--- src/design/klq_pkg.sv ---
// klq_pkg: shared constants, types and helpers for the keep-last queue
// no dependencies; imported by every other design file except klq_ram
package klq_pkg;

    localparam int MAX_DEPTH  = 16;
    localparam int IDX_W      = (MAX_DEPTH > 1) ? $clog2(MAX_DEPTH) : 1;
    localparam int CNT_W      = $clog2(MAX_DEPTH + 1);
    localparam int DEPTH_W    = 5;
    localparam int TIME_W     = 64;
    localparam int HANDLE_W   = 32;
    localparam int PSEQ_W     = 16;
    localparam int RSEQ_W     = 32;
    localparam int LEVEL_W    = 5;
    localparam int LEVEL_MAX  = (1 << LEVEL_W) - 1;
    localparam int CFG_IDX_W  = 2;
    localparam int CFG_DATA_W = 64;

    localparam logic [DEPTH_W-1:0] DEPTH_RESET = 5'd16;

    localparam logic FUNC_PUSH = 1'b0;
    localparam logic FUNC_TAKE = 1'b1;

    typedef enum logic [CFG_IDX_W-1:0] {
        CFG_QUEUE_DEPTH = 2'd0,
        CFG_LIFESPAN    = 2'd1
    } cfg_idx_t;

    typedef struct packed {
        logic [HANDLE_W-1:0] handle;
        logic [TIME_W-1:0]   source_time;
        logic [TIME_W-1:0]   received_time;
        logic [PSEQ_W-1:0]   publication_seq;
        logic [RSEQ_W-1:0]   reception_seq;
    } entry_t;

    typedef struct packed {
        logic                taken;
        logic [HANDLE_W-1:0] handle;
        logic [TIME_W-1:0]   source_time;
        logic [TIME_W-1:0]   received_time;
        logic [PSEQ_W-1:0]   publication_seq;
        logic [RSEQ_W-1:0]   reception_seq;
        logic                dropped;
        logic [LEVEL_W-1:0]  expired;
        logic [LEVEL_W-1:0]  level;
    } res_t;

    typedef struct packed {
        logic accept;
        logic push;
        logic expire;
        logic take_done;
    } klq_cmd_t;

    typedef struct packed {
        logic req_valid;
        logic req_func;
        logic empty;
        logic expire_hit;
        logic out_free;
    } klq_stat_t;

    function automatic logic [LEVEL_W-1:0] sat_level(input logic [CNT_W-1:0] v);
        if (int'(v) > LEVEL_MAX)
            return LEVEL_W'(LEVEL_MAX);
        return LEVEL_W'(v);
    endfunction

    // slot sums stay below twice the ring size
    function automatic logic [IDX_W-1:0] wrap_idx(input logic [CNT_W:0] s);
        logic [CNT_W:0] r;
        r = (s >= (CNT_W+1)'(MAX_DEPTH)) ? s - (CNT_W+1)'(MAX_DEPTH) : s;
        return IDX_W'(r);
    endfunction

endpackage

--- src/design/klq_req_if.sv ---
// klq_req_if: request channel carrying one queue operation per beat
// depends on klq_pkg
interface klq_req_if import klq_pkg::*; ();
    logic                valid;
    logic                ready;
    logic                func;
    logic [TIME_W-1:0]   now_time;
    logic [TIME_W-1:0]   source_time;
    logic [PSEQ_W-1:0]   publication_seq;
    logic [HANDLE_W-1:0] message_handle;

    modport source (
        output valid, func, now_time, source_time, publication_seq, message_handle,
        input  ready
    );
    modport sink (
        input  valid, func, now_time, source_time, publication_seq, message_handle,
        output ready
    );
endinterface

--- src/design/klq_rsp_if.sv ---
// klq_rsp_if: result channel, one result beat per operation
// depends on klq_pkg
interface klq_rsp_if import klq_pkg::*; ();
    logic                valid;
    logic                ready;
    logic                taken;
    logic [HANDLE_W-1:0] out_message_handle;
    logic [TIME_W-1:0]   out_source_time;
    logic [TIME_W-1:0]   out_received_time;
    logic [PSEQ_W-1:0]   out_publication_seq;
    logic [RSEQ_W-1:0]   out_reception_seq;
    logic                dropped_oldest;
    logic [LEVEL_W-1:0]  expired_count;
    logic [LEVEL_W-1:0]  queue_level;

    modport source (
        output valid, taken, out_message_handle, out_source_time, out_received_time,
               out_publication_seq, out_reception_seq, dropped_oldest, expired_count,
               queue_level,
        input  ready
    );
    modport sink (
        input  valid, taken, out_message_handle, out_source_time, out_received_time,
               out_publication_seq, out_reception_seq, dropped_oldest, expired_count,
               queue_level,
        output ready
    );
endinterface

--- src/design/klq_ram.sv ---
// klq_ram: generic single-write, single-read RAM with registered read data
// no dependencies
module klq_ram #(
    parameter int WIDTH = 8,
    parameter int DEPTH = 16,
    localparam int AW = (DEPTH > 1) ? $clog2(DEPTH) : 1
) (
    input  logic             clk,
    input  logic             wr_en,
    input  logic [AW-1:0]    wr_addr,
    input  logic [WIDTH-1:0] wr_data,
    input  logic [AW-1:0]    rd_addr,
    output logic [WIDTH-1:0] rd_data
);

    logic [WIDTH-1:0] mem [DEPTH];
    logic [WIDTH-1:0] rd_data_reg;

    always_ff @(posedge clk)
    begin
        if (wr_en)
        begin
            mem[wr_addr] <= wr_data;
        end
        rd_data_reg <= mem[rd_addr];
    end

    assign rd_data = rd_data_reg;

endmodule

--- src/design/klq_ctrl.sv ---
// klq_ctrl: sequencer for push, expiry scan and take
// depends on klq_pkg; drives the datapath through klq_cmd_t
module klq_ctrl import klq_pkg::*; (
    input  logic      clk,
    input  logic      rst_n,
    input  klq_stat_t stat,
    output klq_cmd_t  cmd
);

    typedef enum logic [1:0] {
        ST_IDLE,
        ST_PUSH,
        ST_FETCH,
        ST_EXAM
    } state_t;

    state_t state_reg;
    state_t state_next;

    always_comb
    begin
        cmd        = '0;
        state_next = state_reg;
        case (state_reg)
            ST_IDLE:
            begin
                cmd.accept = 1'b1;
                if (stat.req_valid)
                begin
                    state_next = (stat.req_func == FUNC_TAKE) ? ST_FETCH : ST_PUSH;
                end
            end
            ST_PUSH:
            begin
                if (stat.out_free)
                begin
                    cmd.push   = 1'b1;
                    state_next = ST_IDLE;
                end
            end
            // head entry read is in flight
            ST_FETCH:
            begin
                state_next = ST_EXAM;
            end
            ST_EXAM:
            begin
                if (!stat.empty && stat.expire_hit)
                begin
                    cmd.expire = 1'b1;
                    state_next = ST_FETCH;
                end
                else if (stat.out_free)
                begin
                    cmd.take_done = 1'b1;
                    state_next    = ST_IDLE;
                end
            end
            default:
            begin
                state_next = ST_IDLE;
            end
        endcase
    end

    always_ff @(posedge clk or negedge rst_n)
    begin
        if (!rst_n)
        begin
            state_reg <= ST_IDLE;
        end
        else
        begin
            state_reg <= state_next;
        end
    end

endmodule

--- src/design/klq_datapath.sv ---
// klq_datapath: ring store, pointers, config registers, expiry compare, result register
// depends on klq_pkg, klq_req_if, klq_rsp_if, klq_ram
module klq_datapath import klq_pkg::*; (
    input  logic                  clk,
    input  logic                  rst_n,
    input  logic                  cfg_wr_en,
    input  logic [CFG_IDX_W-1:0]  cfg_index,
    input  logic [CFG_DATA_W-1:0] cfg_data,
    input  klq_cmd_t              cmd,
    output klq_stat_t             stat,
    klq_req_if.sink               req,
    klq_rsp_if.source             rsp
);

    logic [DEPTH_W-1:0] depth_reg, depth_next;
    logic [TIME_W-1:0]  life_reg, life_next;
    logic [IDX_W-1:0]   head_reg, head_next;
    logic [CNT_W-1:0]   count_reg, count_next;
    logic [RSEQ_W-1:0]  rseq_reg, rseq_next;
    logic [CNT_W-1:0]   exp_reg, exp_next;
    logic               out_valid_reg, out_valid_next;
    res_t               out_reg, out_next;

    logic [TIME_W-1:0]   now_reg;
    logic [TIME_W-1:0]   src_reg;
    logic [PSEQ_W-1:0]   pseq_reg;
    logic [HANDLE_W-1:0] handle_reg;

    logic [CNT_W-1:0]           eff_depth;
    logic                       full;
    logic [IDX_W-1:0]           head_inc;
    logic [IDX_W-1:0]           tail_idx;
    entry_t                     wr_entry;
    logic [$bits(entry_t)-1:0]  rd_bits;
    entry_t                     rd_entry;
    logic [TIME_W-1:0]          age;

    always_comb
    begin
        if (depth_reg == '0)
            eff_depth = CNT_W'(1);
        else if (int'(depth_reg) > MAX_DEPTH)
            eff_depth = CNT_W'(MAX_DEPTH);
        else
            eff_depth = CNT_W'(depth_reg);
    end

    assign full     = (count_reg >= eff_depth);
    assign head_inc = wrap_idx((CNT_W+1)'(head_reg) + (CNT_W+1)'(1));
    // a drop moves head up and keeps count, so the new entry goes to the old head + count
    assign tail_idx = wrap_idx((CNT_W+1)'(head_reg) + (CNT_W+1)'(count_reg));

    always_comb
    begin
        wr_entry.handle          = handle_reg;
        wr_entry.source_time     = src_reg;
        wr_entry.received_time   = now_reg;
        wr_entry.publication_seq = pseq_reg;
        wr_entry.reception_seq   = rseq_reg;
    end

    klq_ram #(
        .WIDTH ($bits(entry_t)),
        .DEPTH (MAX_DEPTH)
    ) u_ram (
        .clk     (clk),
        .wr_en   (cmd.push),
        .wr_addr (tail_idx),
        .wr_data (wr_entry),
        .rd_addr (head_reg),
        .rd_data (rd_bits)
    );

    assign rd_entry = entry_t'(rd_bits);
    assign age      = now_reg - rd_entry.source_time;

    assign stat.req_valid  = req.valid;
    assign stat.req_func   = req.func;
    assign stat.empty      = (count_reg == '0);
    assign stat.expire_hit = (life_reg != '0) && (age >= life_reg);
    assign stat.out_free   = !out_valid_reg || rsp.ready;

    always_comb
    begin
        depth_next     = depth_reg;
        life_next      = life_reg;
        head_next      = head_reg;
        count_next     = count_reg;
        rseq_next      = rseq_reg;
        exp_next       = exp_reg;
        out_next       = out_reg;
        out_valid_next = out_valid_reg && !rsp.ready;

        if (cfg_wr_en)
        begin
            case (cfg_index)
                CFG_QUEUE_DEPTH:
                begin
                    depth_next = cfg_data[DEPTH_W-1:0];
                    head_next  = '0;
                    count_next = '0;
                end
                CFG_LIFESPAN:
                begin
                    life_next = cfg_data;
                end
                default:
                begin
                end
            endcase
        end

        if (cmd.accept && req.valid)
        begin
            exp_next = '0;
        end

        if (cmd.push)
        begin
            rseq_next = rseq_reg + RSEQ_W'(1);
            out_next  = '0;
            if (full)
            begin
                head_next        = head_inc;
                out_next.dropped = 1'b1;
                out_next.level   = sat_level(count_reg);
            end
            else
            begin
                count_next     = count_reg + CNT_W'(1);
                out_next.level = sat_level(count_reg + CNT_W'(1));
            end
            out_valid_next = 1'b1;
        end

        if (cmd.expire)
        begin
            head_next  = head_inc;
            count_next = count_reg - CNT_W'(1);
            exp_next   = exp_reg + CNT_W'(1);
        end

        if (cmd.take_done)
        begin
            out_next         = '0;
            out_next.expired = sat_level(exp_reg);
            out_next.level   = sat_level(count_reg);
            if (count_reg != '0)
            begin
                out_next.taken           = 1'b1;
                out_next.handle          = rd_entry.handle;
                out_next.source_time     = rd_entry.source_time;
                out_next.received_time   = rd_entry.received_time;
                out_next.publication_seq = rd_entry.publication_seq;
                out_next.reception_seq   = rd_entry.reception_seq;
                out_next.level           = sat_level(count_reg - CNT_W'(1));
                head_next                = head_inc;
                count_next               = count_reg - CNT_W'(1);
            end
            out_valid_next = 1'b1;
        end
    end

    always_ff @(posedge clk or negedge rst_n)
    begin
        if (!rst_n)
        begin
            depth_reg     <= DEPTH_RESET;
            life_reg      <= '0;
            head_reg      <= '0;
            count_reg     <= '0;
            rseq_reg      <= '0;
            exp_reg       <= '0;
            out_valid_reg <= 1'b0;
        end
        else
        begin
            depth_reg     <= depth_next;
            life_reg      <= life_next;
            head_reg      <= head_next;
            count_reg     <= count_next;
            rseq_reg      <= rseq_next;
            exp_reg       <= exp_next;
            out_valid_reg <= out_valid_next;
        end
    end

    // payload registers
    always_ff @(posedge clk)
    begin
        out_reg <= out_next;
        if (cmd.accept && req.valid)
        begin
            now_reg    <= req.now_time;
            src_reg    <= req.source_time;
            pseq_reg   <= req.publication_seq;
            handle_reg <= req.message_handle;
        end
    end

    assign req.ready = cmd.accept;

    assign rsp.valid               = out_valid_reg;
    assign rsp.taken               = out_reg.taken;
    assign rsp.out_message_handle  = out_reg.handle;
    assign rsp.out_source_time     = out_reg.source_time;
    assign rsp.out_received_time   = out_reg.received_time;
    assign rsp.out_publication_seq = out_reg.publication_seq;
    assign rsp.out_reception_seq   = out_reg.reception_seq;
    assign rsp.dropped_oldest      = out_reg.dropped;
    assign rsp.expired_count       = out_reg.expired;
    assign rsp.queue_level         = out_reg.level;

endmodule

--- src/design/keep_last_queue_with_lifespan.sv ---
// keep_last_queue_with_lifespan: keep-last ring queue with age-based expiry on take.
// a push result is registered in PUSH; a take reads the head in FETCH, compares in EXAM,
// repeats both per expired head entry, then registers its result; PUSH and EXAM wait
// for a free result register. one operation at a time; the next beat is taken in IDLE;
// a result register lets it be accepted while the last result waits.
// reset: queue empty, depth 16, lifespan 0, reception seq 0; the store is not cleared.
module keep_last_queue_with_lifespan import klq_pkg::*; (
    input  logic                  clk,
    input  logic                  rst_n,
    input  logic                  cfg_wr_en,
    input  logic [CFG_IDX_W-1:0]  cfg_index,
    input  logic [CFG_DATA_W-1:0] cfg_data,
    klq_req_if.sink               req,
    klq_rsp_if.source             rsp
);

    klq_cmd_t  cmd;
    klq_stat_t stat;

    klq_ctrl u_ctrl (
        .clk   (clk),
        .rst_n (rst_n),
        .stat  (stat),
        .cmd   (cmd)
    );

    klq_datapath u_datapath (
        .clk       (clk),
        .rst_n     (rst_n),
        .cfg_wr_en (cfg_wr_en),
        .cfg_index (cfg_index),
        .cfg_data  (cfg_data),
        .cmd       (cmd),
        .stat      (stat),
        .req       (req),
        .rsp       (rsp)
    );

    // one operation at a time: acceptance is followed by a busy cycle
    a_busy_after_accept: assert property (@(posedge clk) disable iff (!rst_n)
        req.valid && req.ready |=> !req.ready)
        else $error("request accepted while an operation is in flight");

    // every expiry drop is followed by a fresh head read
    a_expire_refetch: assert property (@(posedge clk) disable iff (!rst_n)
        cmd.expire |=> !cmd.expire && !cmd.take_done)
        else $error("head examined without a new store read");

    a_take_no_drop: assert property (@(posedge clk) disable iff (!rst_n)
        rsp.valid && rsp.taken |-> !rsp.dropped_oldest)
        else $error("take result flags a dropped entry");

    a_empty_fields_zero: assert property (@(posedge clk) disable iff (!rst_n)
        rsp.valid && !rsp.taken |-> rsp.out_message_handle == '0 &&
            rsp.out_reception_seq == '0 && rsp.out_source_time == '0)
        else $error("result without a message carries message fields");

endmodule

--- src/flat_wrapper.sv ---
// flat-port wrapper written by rule: the top's interface ports become plain ports
module keep_last_queue_with_lifespan_flat import klq_pkg::*;
  (clk, rst_n, cfg_wr_en, cfg_index, cfg_data, req_valid, req_func, req_now_time, req_source_time, req_publication_seq, req_message_handle, req_ready, rsp_valid, rsp_taken, rsp_out_message_handle, rsp_out_source_time, rsp_out_received_time, rsp_out_publication_seq, rsp_out_reception_seq, rsp_dropped_oldest, rsp_expired_count, rsp_queue_level, rsp_ready);
  klq_req_if req_i ();
  klq_rsp_if rsp_i ();
  input  logic clk;
  input  logic rst_n;
  input  logic cfg_wr_en;
  input  logic [CFG_IDX_W-1:0] cfg_index;
  input  logic [CFG_DATA_W-1:0] cfg_data;
  input wire logic [$bits(req_i.valid)-1:0] req_valid;
  input wire logic [$bits(req_i.func)-1:0] req_func;
  input wire logic [$bits(req_i.now_time)-1:0] req_now_time;
  input wire logic [$bits(req_i.source_time)-1:0] req_source_time;
  input wire logic [$bits(req_i.publication_seq)-1:0] req_publication_seq;
  input wire logic [$bits(req_i.message_handle)-1:0] req_message_handle;
  output wire logic [$bits(req_i.ready)-1:0] req_ready;
  output wire logic [$bits(rsp_i.valid)-1:0] rsp_valid;
  output wire logic [$bits(rsp_i.taken)-1:0] rsp_taken;
  output wire logic [$bits(rsp_i.out_message_handle)-1:0] rsp_out_message_handle;
  output wire logic [$bits(rsp_i.out_source_time)-1:0] rsp_out_source_time;
  output wire logic [$bits(rsp_i.out_received_time)-1:0] rsp_out_received_time;
  output wire logic [$bits(rsp_i.out_publication_seq)-1:0] rsp_out_publication_seq;
  output wire logic [$bits(rsp_i.out_reception_seq)-1:0] rsp_out_reception_seq;
  output wire logic [$bits(rsp_i.dropped_oldest)-1:0] rsp_dropped_oldest;
  output wire logic [$bits(rsp_i.expired_count)-1:0] rsp_expired_count;
  output wire logic [$bits(rsp_i.queue_level)-1:0] rsp_queue_level;
  input wire logic [$bits(rsp_i.ready)-1:0] rsp_ready;
  assign req_i.valid = req_valid;
  assign req_i.func = req_func;
  assign req_i.now_time = req_now_time;
  assign req_i.source_time = req_source_time;
  assign req_i.publication_seq = req_publication_seq;
  assign req_i.message_handle = req_message_handle;
  assign req_ready = req_i.ready;
  assign rsp_valid = rsp_i.valid;
  assign rsp_taken = rsp_i.taken;
  assign rsp_out_message_handle = rsp_i.out_message_handle;
  assign rsp_out_source_time = rsp_i.out_source_time;
  assign rsp_out_received_time = rsp_i.out_received_time;
  assign rsp_out_publication_seq = rsp_i.out_publication_seq;
  assign rsp_out_reception_seq = rsp_i.out_reception_seq;
  assign rsp_dropped_oldest = rsp_i.dropped_oldest;
  assign rsp_expired_count = rsp_i.expired_count;
  assign rsp_queue_level = rsp_i.queue_level;
  assign rsp_i.ready = rsp_ready;
  keep_last_queue_with_lifespan u_core (.clk(clk), .rst_n(rst_n), .cfg_wr_en(cfg_wr_en), .cfg_index(cfg_index), .cfg_data(cfg_data), .req(req_i), .rsp(rsp_i));
endmodule
--- config.mk ---
export PLATFORM = sky130hd
export DESIGN_NAME = keep_last_queue_with_lifespan_flat
export DESIGN_NICKNAME = d
export VERILOG_FILES = /design/src/design/klq_pkg.sv /design/src/design/klq_req_if.sv /design/src/design/klq_rsp_if.sv /design/src/design/klq_ram.sv /design/src/design/klq_ctrl.sv /design/src/design/klq_datapath.sv /design/src/design/keep_last_queue_with_lifespan.sv /design/src/flat_wrapper.sv
export SDC_FILE = /design/constraint.sdc
export NUM_CORES = 2
export LEC_CHECK = 0
export BUFFER_PORTS_ARGS = -buffer_cell sky130_fd_sc_hd__buf_2
export CAP_MARGIN = 30
export CORE_MARGIN = 8
export CORE_UTILIZATION = 50
export DETAILED_ROUTE_END_ITERATION = 16
export GPL_ROUTABILITY_DRIVEN = 1
export PLACE_DENSITY_LB_ADDON = 0.25
export SLEW_MARGIN = 10
export SYNTH_ARGS = -nofsm -noshare
export SYNTH_HDL_FRONTEND = slang
export SYNTH_HIERARCHICAL = 1
export SYNTH_SLANG_ARGS = --single-unit
export TNS_END_PERCENT = 100
--- constraint.sdc ---
create_clock -name clk -period 17.8 [get_ports clk]
set_input_delay 3.56 -clock clk [delete_from_list [all_inputs] [get_ports clk]]
set_output_delay 3.56 -clock clk [all_outputs]
set_load 0.02 [all_outputs]
==> reports/qor.csv <==
metric,value,unit
fin_skew,92.5,ps
syn-instance-count,7385,
cp-end-kind,flop,
synth_edf_count,3723,
cts_resized,0,
relSlewSlack,0.218,
num_vias,76288,
critPathLaunchType,flop,
track_usage,0.245,
synth_top_family_by_area,multiplexers,
critPathTopFamily,compound AO/OA/AOI/OAI gates,
use_met1,0.354,
cts_tree,yes,
cts-hold-fix-buffers,0,
swShare,0.316,
drive_above_1_share,0.253,
critical_path_class,flop to flop,
hold_violations,0,
power.internal,20.4,mW
path_clk_slew,60,ps
viasPerCell,6.09,
first_iter_violations,9031,
overflow,0,
antenna_found_initial,48,
power_frac_seq,0.445,
met2_usage,0.383,
firstDrtPassIters,6,
io_pins,470,
period_share,0.491,
yosys_warnings,6,
fin_cells,12525,
mostFrequentLayoutCell,edfxtp_1,
synth-xor-area-share,0.00578,
core,0.305,sq mm
drt_wl_total,405,mm
worstMarginPinSlew,1170,ps
final_nets,8447,
async_flop_share,0.0291,
ys_seq_area_frac,0.777,
drc,0,
largest_reg_flops,3328,
die_area,0.324,sq mm
dp_hpwl,228,mm
rsz0062_at_grt,false,
max_cap_violations,0,
synth_fa_ha_area_frac,0.0117,
syn_avg_cell_area,20.7,sq um
synth_mux_area_frac,0.127,
fp-row-count,203,
cts_buffers,409,
grt_max_degree,151,
worstPathBufferInverterCount,6,
powerDensity,171,mW/mm^2
critPathSlowestCell,edfxtp_1,
globalplace.congestion,0.922,
cp_max_fo,69,
wl_per_cell,32.3,microns
synth-main-ff-cell,edfxtp_1,
cp.required,18400,ps
netSwitchingPower,9.44,mW
clock_path_buffers,4,
combPwrFrac,0.263,
max_stage_delay,700,ps
synthDistinctLibCells,93,
htreeDepth,5,
die_height,569,microns
setup_violations,0,
synth_compound_area_frac,0.0366,
floorplan.initialDensity,0.502,
fmaxAchievable,0.114,GHz
cts_root_buffer,clkbuf_16,
cts_setup_buffers,0,
grt_pass1_vias,77009,
drtAntennaViolNets,0,
area_delta_synth_final,14.1,%
synth.ff_latch_count,4050,
grt_pass1_wl,572,mm
synth_area,0.153,sq mm
cts.sinks,4050,
pwr-share-clk,0.292,
io_buffers,469,
fin_crit,8740,ps
power.leakage,57.1,nW
final_max_slew_viol_count,0,
status,finished clean,
peakVddDrop,153,uV
dp.cells,11737,
fillers,22195,
final_cell_mix,"edfxtp_1 (3723), mux4_2 (758), buf_2 (468)",
crit_arrival,9340,ps
synthSimpleGateAreaFrac,0.0264,
setup_tns,0,ps
synth_nets,7775,
use_met3,0.0447,
die_w,569,microns
clock_latency,980,ps
hp-class,flop to flop,
gr-max-usage-layer,met2,
==> Yosys cell counts (11+ instances only) <==
library cell | number | share of area
nand2b_1 | 15 | 0.00061
dfrtp_1 | 117 | 0.019
mux2i_1 | 155 | 0.010
buf_1 | 16 | 0.00039
mux2_2 | 70 | 0.0052
nor2b_1 | 16 | 0.00065
mux4_2 | 758 | 0.11
o21ai_0 | 59 | 0.0019
buf_4 | 19 | 0.00093
xnor2_1 | 67 | 0.0038
nand3_1 | 69 | 0.0023
xor2_1 | 34 | 0.0019
inv_1 | 156 | 0.0038
buf_2 | 144 | 0.0047
ha_1 | 140 | 0.011
nor4_1 | 17 | 0.00070
nor3_1 | 24 | 0.00079
edfxtp_1 | 3723 | 0.73
nor2_1 | 139 | 0.0034
buf_6 | 24 | 0.0018
o21bai_1 | 14 | 0.00069
a22oi_1 | 447 | 0.022
and2_1 | 156 | 0.0064
nand2_1 | 289 | 0.0071
nand4_1 | 40 | 0.0016
a21o_1 | 57 | 0.0028
o21a_1 | 13 | 0.00064
and3_1 | 11 | 0.00045
a21oi_1 | 99 | 0.0032
dfxtp_1 | 209 | 0.027
clkbuf_1 | 149 | 0.0037
==> final cells by class <==
type                            instances  area, sq um  area share
Timing Repair Buffer                  613         4080      0.0234
Clock buffer                          540        11200      0.0641
Multi-Input combinational cell       2827        32000       0.183
Antenna cell                           17         42.5    0.000244
Tap cell                             4100         5130      0.0294
Clock inverter                        222         2630      0.0151
Inverter                              156          598     0.00343
Sequential cell                      4050       119000       0.681
==> cells by family after synthesis <==
logic type,after synthesis
flops,4050
mux,983
fa+ha+maj,142
compound gates,782
buf+inv,508
xor+xnor,101
simple gates,819
==> worst reg2reg max path, delay by kind of cell (launching register included) <==
family                   cells  cell delay [ps]
AO/OA/AOI/OAI               12             2870
XOR/XNOR                     1              220
flip-flops                   1              700
buffers and inverters        6             2120
adder cells (fa/ha/maj)      2              550
AND/OR/NAND/NOR              7             1860
==> stage by stage <==
stage / util / hold WS (ps) / worst slack (ps) / power (mW) / cell area, sq um
after floorplan: - / 443 / 3850 / 18.5 / 153000
after global placement: 0.525 / 452 / 8650 / 21.2 / 160000
after detailed placement: 0.526 / 472 / 8570 / 21.3 / 160000
after CTS: 0.571 / 478 / 8510 / 30.1 / 174000
after global routing: 0.572 / 498 / 8560 / 31.1 / 175000
final: 0.572 / 476 / 9060 / 29.9 / 175000
==> power by group through the flow <==
stage | clock network [mW] | logic [mW] | registers [mW]
6_report | 8.73 | 7.85 | 13.3
2_1_floorplan | 0 | 4.82 | 13.7
4_1_cts | 8.87 | 7.85 | 13.3
3_5_place_dp | 0 | 7.83 | 13.5
3_3_place_gp | 0 | 7.75 | 13.4
5_1_grt | 9.23 | 8.37 | 13.5
==> worst paths after layout <==
check	start	endpoint	slack (ps)	cells after the start
worst max-delay path	u_core/u_datapath/now_reg[0]$_DFFE_PP_	u_core/u_datapath/rsp.out_source_time[18]$_DFFE_PP_	9060	28
worst min-delay path	u_core/u_datapath/u_ram/rd_data[42]$_DFF_P_	u_core/u_datapath/rsp.out_publication_seq[10]$_DFFE_PP_	480	1
worst max register to register	u_core/u_datapath/now_reg[0]$_DFFE_PP_	u_core/u_datapath/rsp.out_source_time[18]$_DFFE_PP_	9060	28
worst min register to register	u_core/u_datapath/u_ram/rd_data[42]$_DFF_P_	u_core/u_datapath/rsp.out_publication_seq[10]$_DFFE_PP_	480	1
max in group asynchronous	rst_n	u_core/u_datapath/head_reg[3]$_DFF_PN0_	13730	2
min in group asynchronous	rst_n	u_core/u_datapath/rseq_reg[5]$_DFFE_PN0P_	2610	1
==> layer usage <==
metal / wire length, microns / vias to the layer above / part of all wire
met5: 98 / - / 0.00024
met4: 14100 / 14 / 0.035
met3: 33000 / 605 / 0.081
met2: 190000 / 3476 / 0.47
met1: 168000 / 40656 / 0.41
li1: - / 31537 / -
(Power assumes the default switching activity.)
